==> src/sv/ccnr_pkg.sv <==
package ccnr_pkg;

  // Default grid size
  localparam int GRID_ROWS_DEF = 64;
  localparam int GRID_COLS_DEF = 64;

  localparam int COLOUR_W = 24;
  localparam int MASK_W   = 9;
  localparam int TALLY_W  = 4;
  localparam int CODE_W   = 2;
  localparam int STEP_W   = 4;
  localparam int REG_W    = 3;

  // Command codes
  localparam logic CMD_WRITE = 1'b0;
  localparam logic CMD_QUERY = 1'b1;

  // Result codes
  localparam logic [CODE_W-1:0] CODE_NO_MATCH = 2'd0;
  localparam logic [CODE_W-1:0] CODE_MATCH    = 2'd1;
  localparam logic [CODE_W-1:0] CODE_MISS     = 2'd2;

  // Register indexes
  localparam logic [REG_W-1:0] REG_CENTRE_A = 3'd0;
  localparam logic [REG_W-1:0] REG_CENTRE_B = 3'd1;
  localparam logic [REG_W-1:0] REG_CENTRE_C = 3'd2;
  localparam logic [REG_W-1:0] REG_NB_A     = 3'd3;
  localparam logic [REG_W-1:0] REG_NB_B     = 3'd4;
  localparam logic [REG_W-1:0] REG_NB_C     = 3'd5;
  localparam logic [REG_W-1:0] REG_MASK     = 3'd6;

  // Register reset values
  localparam logic [COLOUR_W-1:0] RST_CENTRE = 24'd0;
  localparam logic [COLOUR_W-1:0] RST_NB_A   = 24'd255;
  localparam logic [COLOUR_W-1:0] RST_NB_B   = 24'd16711680;
  localparam logic [COLOUR_W-1:0] RST_NB_C   = 24'd16777215;
  localparam logic [MASK_W-1:0]   RST_MASK   = 9'd8;

  // Program steps that are jump targets
  localparam logic [STEP_W-1:0] STEP_IDLE = 4'd0;
  localparam logic [STEP_W-1:0] STEP_EMIT = 4'd11;

  // Grid address to drive on a step
  typedef enum logic [3:0] {
    ADDR_CENTRE,
    ADDR_UL,
    ADDR_U,
    ADDR_UR,
    ADDR_R,
    ADDR_DR,
    ADDR_D,
    ADDR_DL,
    ADDR_L
  } addr_sel_t;

  // Branch conditions
  typedef enum logic [2:0] {
    COND_NEVER,
    COND_ALWAYS,
    COND_NO_INPUT,
    COND_IS_WRITE,
    COND_CENTRE_MISS,
    COND_OUT_BUSY
  } cond_t;

  // One control word of the program
  typedef struct packed {
    logic              accept;
    logic              wr_en;
    logic              chk_centre;
    logic              acc;
    logic              emit;
    addr_sel_t         addr_sel;
    cond_t             hold;
    cond_t             jmp;
    logic [STEP_W-1:0] target;
  } ctrl_t;

  // Flags the sequencer branches on
  typedef struct packed {
    logic in_valid;
    logic is_write;
    logic centre_miss;
    logic out_busy;
  } status_t;

  // Configuration register file
  typedef struct packed {
    logic [COLOUR_W-1:0] centre_a;
    logic [COLOUR_W-1:0] centre_b;
    logic [COLOUR_W-1:0] centre_c;
    logic [COLOUR_W-1:0] nb_a;
    logic [COLOUR_W-1:0] nb_b;
    logic [COLOUR_W-1:0] nb_c;
    logic [MASK_W-1:0]   mask;
  } cfg_t;

endpackage

==> src/sv/ccnr_seq.sv <==
module ccnr_seq (
  input  logic              clk,
  input  logic              rst_n,
  input  ccnr_pkg::status_t status,
  output ccnr_pkg::ctrl_t   ctrl
);

  logic [ccnr_pkg::STEP_W-1:0] step_r;
  logic [ccnr_pkg::STEP_W-1:0] step_nxt;

  // Build one control word
  function automatic ccnr_pkg::ctrl_t cw(
    input logic                        accept,
    input logic                        wr_en,
    input logic                        chk_centre,
    input logic                        acc,
    input logic                        emit,
    input ccnr_pkg::addr_sel_t         addr_sel,
    input ccnr_pkg::cond_t             hold,
    input ccnr_pkg::cond_t             jmp,
    input logic [ccnr_pkg::STEP_W-1:0] target
  );
    ccnr_pkg::ctrl_t w;
    w.accept     = accept;
    w.wr_en      = wr_en;
    w.chk_centre = chk_centre;
    w.acc        = acc;
    w.emit       = emit;
    w.addr_sel   = addr_sel;
    w.hold       = hold;
    w.jmp        = jmp;
    w.target     = target;
    return w;
  endfunction

  // Program: accept, write or read centre, read eight neighbours, tally, emit
  function automatic ccnr_pkg::ctrl_t ucode(input logic [ccnr_pkg::STEP_W-1:0] s);
    ccnr_pkg::ctrl_t w;
    case (s)
      4'd0:  w = cw(1'b1, 1'b0, 1'b0, 1'b0, 1'b0, ccnr_pkg::ADDR_CENTRE,
                    ccnr_pkg::COND_NO_INPUT, ccnr_pkg::COND_NEVER, ccnr_pkg::STEP_IDLE);
      4'd1:  w = cw(1'b0, 1'b1, 1'b0, 1'b0, 1'b0, ccnr_pkg::ADDR_CENTRE,
                    ccnr_pkg::COND_NEVER, ccnr_pkg::COND_IS_WRITE, ccnr_pkg::STEP_IDLE);
      4'd2:  w = cw(1'b0, 1'b0, 1'b1, 1'b0, 1'b0, ccnr_pkg::ADDR_UL,
                    ccnr_pkg::COND_NEVER, ccnr_pkg::COND_CENTRE_MISS, ccnr_pkg::STEP_EMIT);
      4'd3:  w = cw(1'b0, 1'b0, 1'b0, 1'b1, 1'b0, ccnr_pkg::ADDR_U,
                    ccnr_pkg::COND_NEVER, ccnr_pkg::COND_NEVER, ccnr_pkg::STEP_IDLE);
      4'd4:  w = cw(1'b0, 1'b0, 1'b0, 1'b1, 1'b0, ccnr_pkg::ADDR_UR,
                    ccnr_pkg::COND_NEVER, ccnr_pkg::COND_NEVER, ccnr_pkg::STEP_IDLE);
      4'd5:  w = cw(1'b0, 1'b0, 1'b0, 1'b1, 1'b0, ccnr_pkg::ADDR_R,
                    ccnr_pkg::COND_NEVER, ccnr_pkg::COND_NEVER, ccnr_pkg::STEP_IDLE);
      4'd6:  w = cw(1'b0, 1'b0, 1'b0, 1'b1, 1'b0, ccnr_pkg::ADDR_DR,
                    ccnr_pkg::COND_NEVER, ccnr_pkg::COND_NEVER, ccnr_pkg::STEP_IDLE);
      4'd7:  w = cw(1'b0, 1'b0, 1'b0, 1'b1, 1'b0, ccnr_pkg::ADDR_D,
                    ccnr_pkg::COND_NEVER, ccnr_pkg::COND_NEVER, ccnr_pkg::STEP_IDLE);
      4'd8:  w = cw(1'b0, 1'b0, 1'b0, 1'b1, 1'b0, ccnr_pkg::ADDR_DL,
                    ccnr_pkg::COND_NEVER, ccnr_pkg::COND_NEVER, ccnr_pkg::STEP_IDLE);
      4'd9:  w = cw(1'b0, 1'b0, 1'b0, 1'b1, 1'b0, ccnr_pkg::ADDR_L,
                    ccnr_pkg::COND_NEVER, ccnr_pkg::COND_NEVER, ccnr_pkg::STEP_IDLE);
      4'd10: w = cw(1'b0, 1'b0, 1'b0, 1'b1, 1'b0, ccnr_pkg::ADDR_CENTRE,
                    ccnr_pkg::COND_NEVER, ccnr_pkg::COND_NEVER, ccnr_pkg::STEP_IDLE);
      4'd11: w = cw(1'b0, 1'b0, 1'b0, 1'b0, 1'b1, ccnr_pkg::ADDR_CENTRE,
                    ccnr_pkg::COND_OUT_BUSY, ccnr_pkg::COND_ALWAYS, ccnr_pkg::STEP_IDLE);
      default: w = cw(1'b0, 1'b0, 1'b0, 1'b0, 1'b0, ccnr_pkg::ADDR_CENTRE,
                      ccnr_pkg::COND_NEVER, ccnr_pkg::COND_ALWAYS, ccnr_pkg::STEP_IDLE);
    endcase
    return w;
  endfunction

  function automatic logic cond_true(input ccnr_pkg::cond_t c, input ccnr_pkg::status_t st);
    logic t;
    case (c)
      ccnr_pkg::COND_NEVER:       t = 1'b0;
      ccnr_pkg::COND_ALWAYS:      t = 1'b1;
      ccnr_pkg::COND_NO_INPUT:    t = !st.in_valid;
      ccnr_pkg::COND_IS_WRITE:    t = st.is_write;
      ccnr_pkg::COND_CENTRE_MISS: t = st.centre_miss;
      ccnr_pkg::COND_OUT_BUSY:    t = st.out_busy;
      default:                    t = 1'b0;
    endcase
    return t;
  endfunction

  assign ctrl = ucode(step_r);

  // Hold, jump or advance the step counter
  always_comb begin
    if (cond_true(ctrl.hold, status)) begin
      step_nxt = step_r;
    end else if (cond_true(ctrl.jmp, status)) begin
      step_nxt = ctrl.target;
    end else begin
      step_nxt = step_r + 1'b1;
    end
  end

  always_ff @(posedge clk) begin
    if (!rst_n) begin
      step_r <= ccnr_pkg::STEP_IDLE;
    end else begin
      step_r <= step_nxt;
    end
  end

endmodule

==> config.mk <==
export PLATFORM = sky130hd
export DESIGN_NAME = ccnr_seq
export DESIGN_NICKNAME = d
export VERILOG_FILES = /design/src/sv/ccnr_pkg.sv /design/src/sv/ccnr_seq.sv
export SDC_FILE = /design/constraint.sdc
export NUM_CORES = 1
export LEC_CHECK = 0
export BUFFER_PORTS_ARGS = -buffer_cell sky130_fd_sc_hd__buf_2
export CORE_UTILIZATION = 51
export DETAILED_ROUTE_END_ITERATION = 8
export GPL_TIMING_DRIVEN = 0
export PLACE_DENSITY = 0.75
export SKIP_CTS_REPAIR_TIMING = 1
export SYNTH_ARGS = -nofsm -noshare
export SYNTH_HDL_FRONTEND = slang
export SYNTH_SLANG_ARGS = --single-unit
==> constraint.sdc <==
create_clock -name clk -period 2.75 [get_ports clk]
set_input_delay 0.55 -clock clk [delete_from_list [all_inputs] [get_ports clk]]
set_output_delay 0.55 -clock clk [all_outputs]
set_load 0.01 [all_outputs]
# After elaboration in Yosys (flattened, before gate mapping)
# Memories as Yosys holds them, arrays and structs flattened. A register that Yosys moved wholly into a read port is not among the register bits.
# Index checks and enable logic that the tools add are counted.
totals:
  ram_bits: 0
  regBits: 4
  mem_count: 1
  in_bits: 6
  latch_bits: 0
  output_inout_bits: 19
  rom_bits: 288
mem_list:
  columns: ["memory", "words", "word_bits", "rd", "rd_ports_with_merged_regs", "wr", "line_no", "text"]
  rows:
  - ["(name not given)", 16, 18, 1, 1, 0, "ccnr_seq.sv:39", "case (s)"]
classes:
  reduce_logical: 1
  magnitude_cmp: 0
  n_div: 0
  bitwise: 0
  shifts: 0
  multipliers: 0
  n_addsub: 1
  n_eq_ne: 10
  n_mux: 6
ops:
  columns: ["cell", "count"]
  rows:
  - ["== test 3 x 2 -> 1 bit, second input constant", 4]
  - ["== test 3 bit, second input constant", 4]
  - ["two-way mux 4 bit", 3]
  - ["one-hot mux 1 bit (5 select lines)", 2]
  - ["== test 3 x 1 -> 1 bit, second input constant", 2]
  - ["adder 4 x 1 -> 4 bit, second input constant", 1]
  - ["zero test 1 bit", 1]
  - ["two-way mux 1 bit", 1]

# Longest topological paths before layout
logic_depth:
  word_depth: 6
  ltp_mapped: 11
  depth_no_buf: 11

# Least setup slack after synthesis
# No wires, ideal clock.
synth_path:
  path_type: "flip-flop to flip-flop"
  startpoint: "reg ctrl[14] (netlist name)"
  endpoint: "reg ctrl[12] (netlist name)"
  required_ns: 2.629
  period_less_slack_ns: 2.508
  arrival_ns: 2.387
  n_path_buf: 0
  path_stages_with_launch: 12
  setup_slack_ns: 0.242
  cell_sequence: "dfxtp_1 > inv_1 > ha_1 > inv_1 > o21ai_0 > o31ai_4 > o211ai_1 > a21oi_1 > inv_1 > ha_1 > and3_1 > mux2_2"

# Worst setup path after layout
layout_path:
  startpoint: "reg ctrl[8] (netlist name)"
  endpoint: "reg ctrl[12] (netlist name)"
layout_via:
  elab_chain_len: 4
  word_cells_on_any_way: 8
  classes_between: "5 x eq/ne; 3 x mux"
layout_rtl:
  columns: ["element", "line_no", "text"]
  rows:
  - ["== test 3 bit, or another cell as far along", "ccnr_seq.sv:72", "case (c)"]
  - ["one-hot mux 1 bit (5 select lines) (*)", "ccnr_seq.sv:72", null]
  - ["two-way mux 4 bit (no line) (*) (2 in series)", null, null]
# Mark *: on every way between the ends. The rest lies on a longest branch, timed or not.
# A chain may end at the register's enable or synchronous reset.

==> impl_metrics.env <==
export IMPL_status="finished clean"
export IMPL_drc=0
export IMPL_die_w_um=45.7
export IMPL_antennaDiodeCount=0
export IMPL_p_sw_mw=0.425
export IMPL_coreArea_um2=1760
export IMPL_clk_latency_ps=290
export IMPL_wire_per_inst_um=12.4
export IMPL_cts_buffers=3
export IMPL_end_kind="flip-flop"
export IMPL_area_growth_pct=22.4
export IMPL_ys_flop_type="dfxtp_1"
export IMPL_cts_tree="yes"
export IMPL_period_minus_slack_ps=2610
export IMPL_clockBufferDepth=2
export IMPL_reg2reg_depth=11
export IMPL_r2r_slack_ps=140
export IMPL_fin_skew_ps=5.92
export IMPL_drt_first_pass_iters=5
export IMPL_grt_use_met3=0.0516
export IMPL_dp_slack_ps=-9.64
export IMPL_clockPowerShare=0.144
export IMPL_dp_hpwl_um=1500
export IMPL_async_flop_share=0
export IMPL_cp_start_kind="flip-flop"
export IMPL_drt_iter0_drc=33
export IMPL_fill_cells=165
export IMPL_min_path_cells=3
export IMPL_ys_seq_elements=14
export IMPL_cts_root_buf="clkbuf_4"
export IMPL_die_h_um=45.7
export IMPL_post_route_period_util=0.950
export IMPL_drv_cap=0
export IMPL_grt_util_met1=0.221
export IMPL_overflow=0
export IMPL_antenna_found_initial=0
export IMPL_synth_edff_count=0
export IMPL_path_class="reg -> reg"
export IMPL_grt_max_degree=12
export IMPL_ant_nets=0
export IMPL_synth_area_leaders="dfxtp_1 (29%), ha_1 (13%), buf_4 (6.9%), inv_1 (3.9%), and3_1 (3.2%)"
export IMPL_grt_first_pass_wirelength_um=3010
export IMPL_io_pins=25
export IMPL_final_area_um2=1190
export IMPL_final_common_cell="buf_2"
export IMPL_crit_fanout=7
export IMPL_timing_rr_start="ctrl[8]"
export IMPL_num_vias=874
export IMPL_switching_share=0.408
export IMPL_r2r_end="ctrl[12]"
export IMPL_fmax_mhz=383
export IMPL_cts_max_level=1
export IMPL_start_util=0.551
export IMPL_vias_per_cell=5.43
export IMPL_hold_end="step_r[1]"
export IMPL_portBuffers=23
export IMPL_drive_above_1_share=0.412
export IMPL_synthDistinctLibCells=42
export IMPL_grt_pass1_vias=736
export IMPL_slew_violations=0
export IMPL_vdd_ir_drop_max_mv=0.479
export IMPL_met2_usage=0.363
export IMPL_multiInputGateArea_um2=579
export IMPL_synthesis_nets=121
export IMPL_grt_util_all_layers=0.204
export IMPL_clk_pin_slew_ps=90
export IMPL_clock_sinks=14
export IMPL_crit_required_ps=2930
export IMPL_setup_violations=0
export IMPL_row_count=15
export IMPL_p_seq_frac=0.302
export IMPL_arrival_ps=2790
export IMPL_synth_warning_count=0
export IMPL_worstHoldStart="rst_n"
export IMPL_place_congestion=0.847
export IMPL_hold_class="in -> reg"
export IMPL_dpl_cell_area_um2=1120
export IMPL_p_int_mw=0.617
export IMPL_die_area_um2=2080
export IMPL_final_setup_tns_ps=0
export IMPL_regArea_um2=282
export IMPL_synth_top_cell_by_area="dfxtp_1"
export IMPL_drt_wl_total_um=2000
export IMPL_finalWorstSetupSlack_ps=138
export IMPL_p_leak_nw=0.587
export IMPL_final_hold_violation_count=0
export IMPL_power_frac_comb=0.554
export IMPL_syn_cell_area_um2=972
export IMPL_final_cell_mix="buf_2 (23), buf_4 (13), dfxtp_1 (13), inv_1 (10), ha_1 (10)"
export IMPL_synth_top_area_share=0.288
export IMPL_synth_cells=105
export IMPL_power_density_nw_per_um2=876
export IMPL_syn_avg_cell_area_um2=9.26
export IMPL_ys_seq_area_frac=0.288
export IMPL_busiest_layer="met2"
export IMPL_nets=153
## Yosys cell counts, types with 2 or more instances
cell type / n
dfxtp_1: 14
o211ai_1: 4
a21oi_1: 4
nor3_1: 2
ha_1: 10
nand3_1: 4
o21ai_0: 4
and3_1: 5
a31oi_1: 2
inv_1: 10
buf_4: 9
nand2_1: 2
nor2_1: 4
nor2b_1: 3
## power by group through the flow
stage	sequential, mW	clock, mW	combinational (mW)
floorplan	0.333	0	0.366
global placement	0.317	0	0.514
CTS	0.314	0.153	0.532
global route	0.322	0.157	0.640
finish	0.315	0.150	0.577
detailed placement	0.319	0	0.528
## flip-flops by register name, summed over array words and instances (netlist names)
name / count
step_r: 4
ctrl: 10
## worst max-delay path, cell delays in order (launching register included)
cell	delay, ps
dfxtp_1	410
inv_1	90
ha_1	190
a21oi_1	130
nor2_1	100
o31ai_4	380
o211ai_1	240
a21oi_2	230
inv_1	100
ha_1	230
and3_1	150
mux2_2	260
## routing by layer
layer / share of wire / up-vias
met2: 0.50 / 35
met3: 0.056 / 8
met5: 0 / -
li1: - / 430
met4: 0.022 / 0
met1: 0.42 / 401
## worst max-delay path by stage
stage          cells after the start  slack (ps)  endpoint      start
2_1_floorplan                     11         240  ctrl[12]   ctrl[14]
3_3_place_gp                      10          70  ctrl[12]  status[3]
5_1_grt                           11         -30  ctrl[12]    ctrl[8]
3_5_place_dp                      10         -10  ctrl[12]  status[3]
6_report                          11         140  ctrl[12]    ctrl[8]
4_1_cts                           11         -10  ctrl[12]   ctrl[14]
## kinds of logic (layout without fill, tap and decap cells)
kind of cell / after synthesis / count (layout) / share of synthesized area
mux: 2 / 2 / 0.0219
buf+inv: 20 / 51 / 0.120
compound gates: 26 / 26 / 0.225
flops: 14 / 14 / 0.288
xor+xnor: 1 / 1 / 0.00901
simple gates: 31 / 31 / 0.203
other cells: 1 / 1 / 0.00386
fa+ha+maj: 10 / 10 / 0.129
## cell type report
| type | count | area share |
|---|---|---|
| buffer | 10 | 0.0662 |
| multi-input combinational | 71 | 0.487 |
| inverter | 10 | 0.0315 |
| timing repair buffer | 27 | 0.122 |
| sequential | 14 | 0.237 |
| tap | 25 | 0.0263 |
| clock buffer | 4 | 0.0305 |
## metrics by stage
| stage | std cells | hold slack, ps | util | power [mW] |
|---|---|---|---|---|
| global route | 161 | 644 | 0.674 | 1.12 |
| detailed placement | 153 | 608 | 0.634 | 0.848 |
| CTS | 157 | 607 | 0.655 | 0.998 |
| global placement | 153 | 592 | 0.634 | 0.831 |
| floorplan | 105 | 555 | - | 0.699 |
| finish | 161 | 628 | 0.674 | 1.04 |
Note: power is estimated with default switching activity, not from simulation.
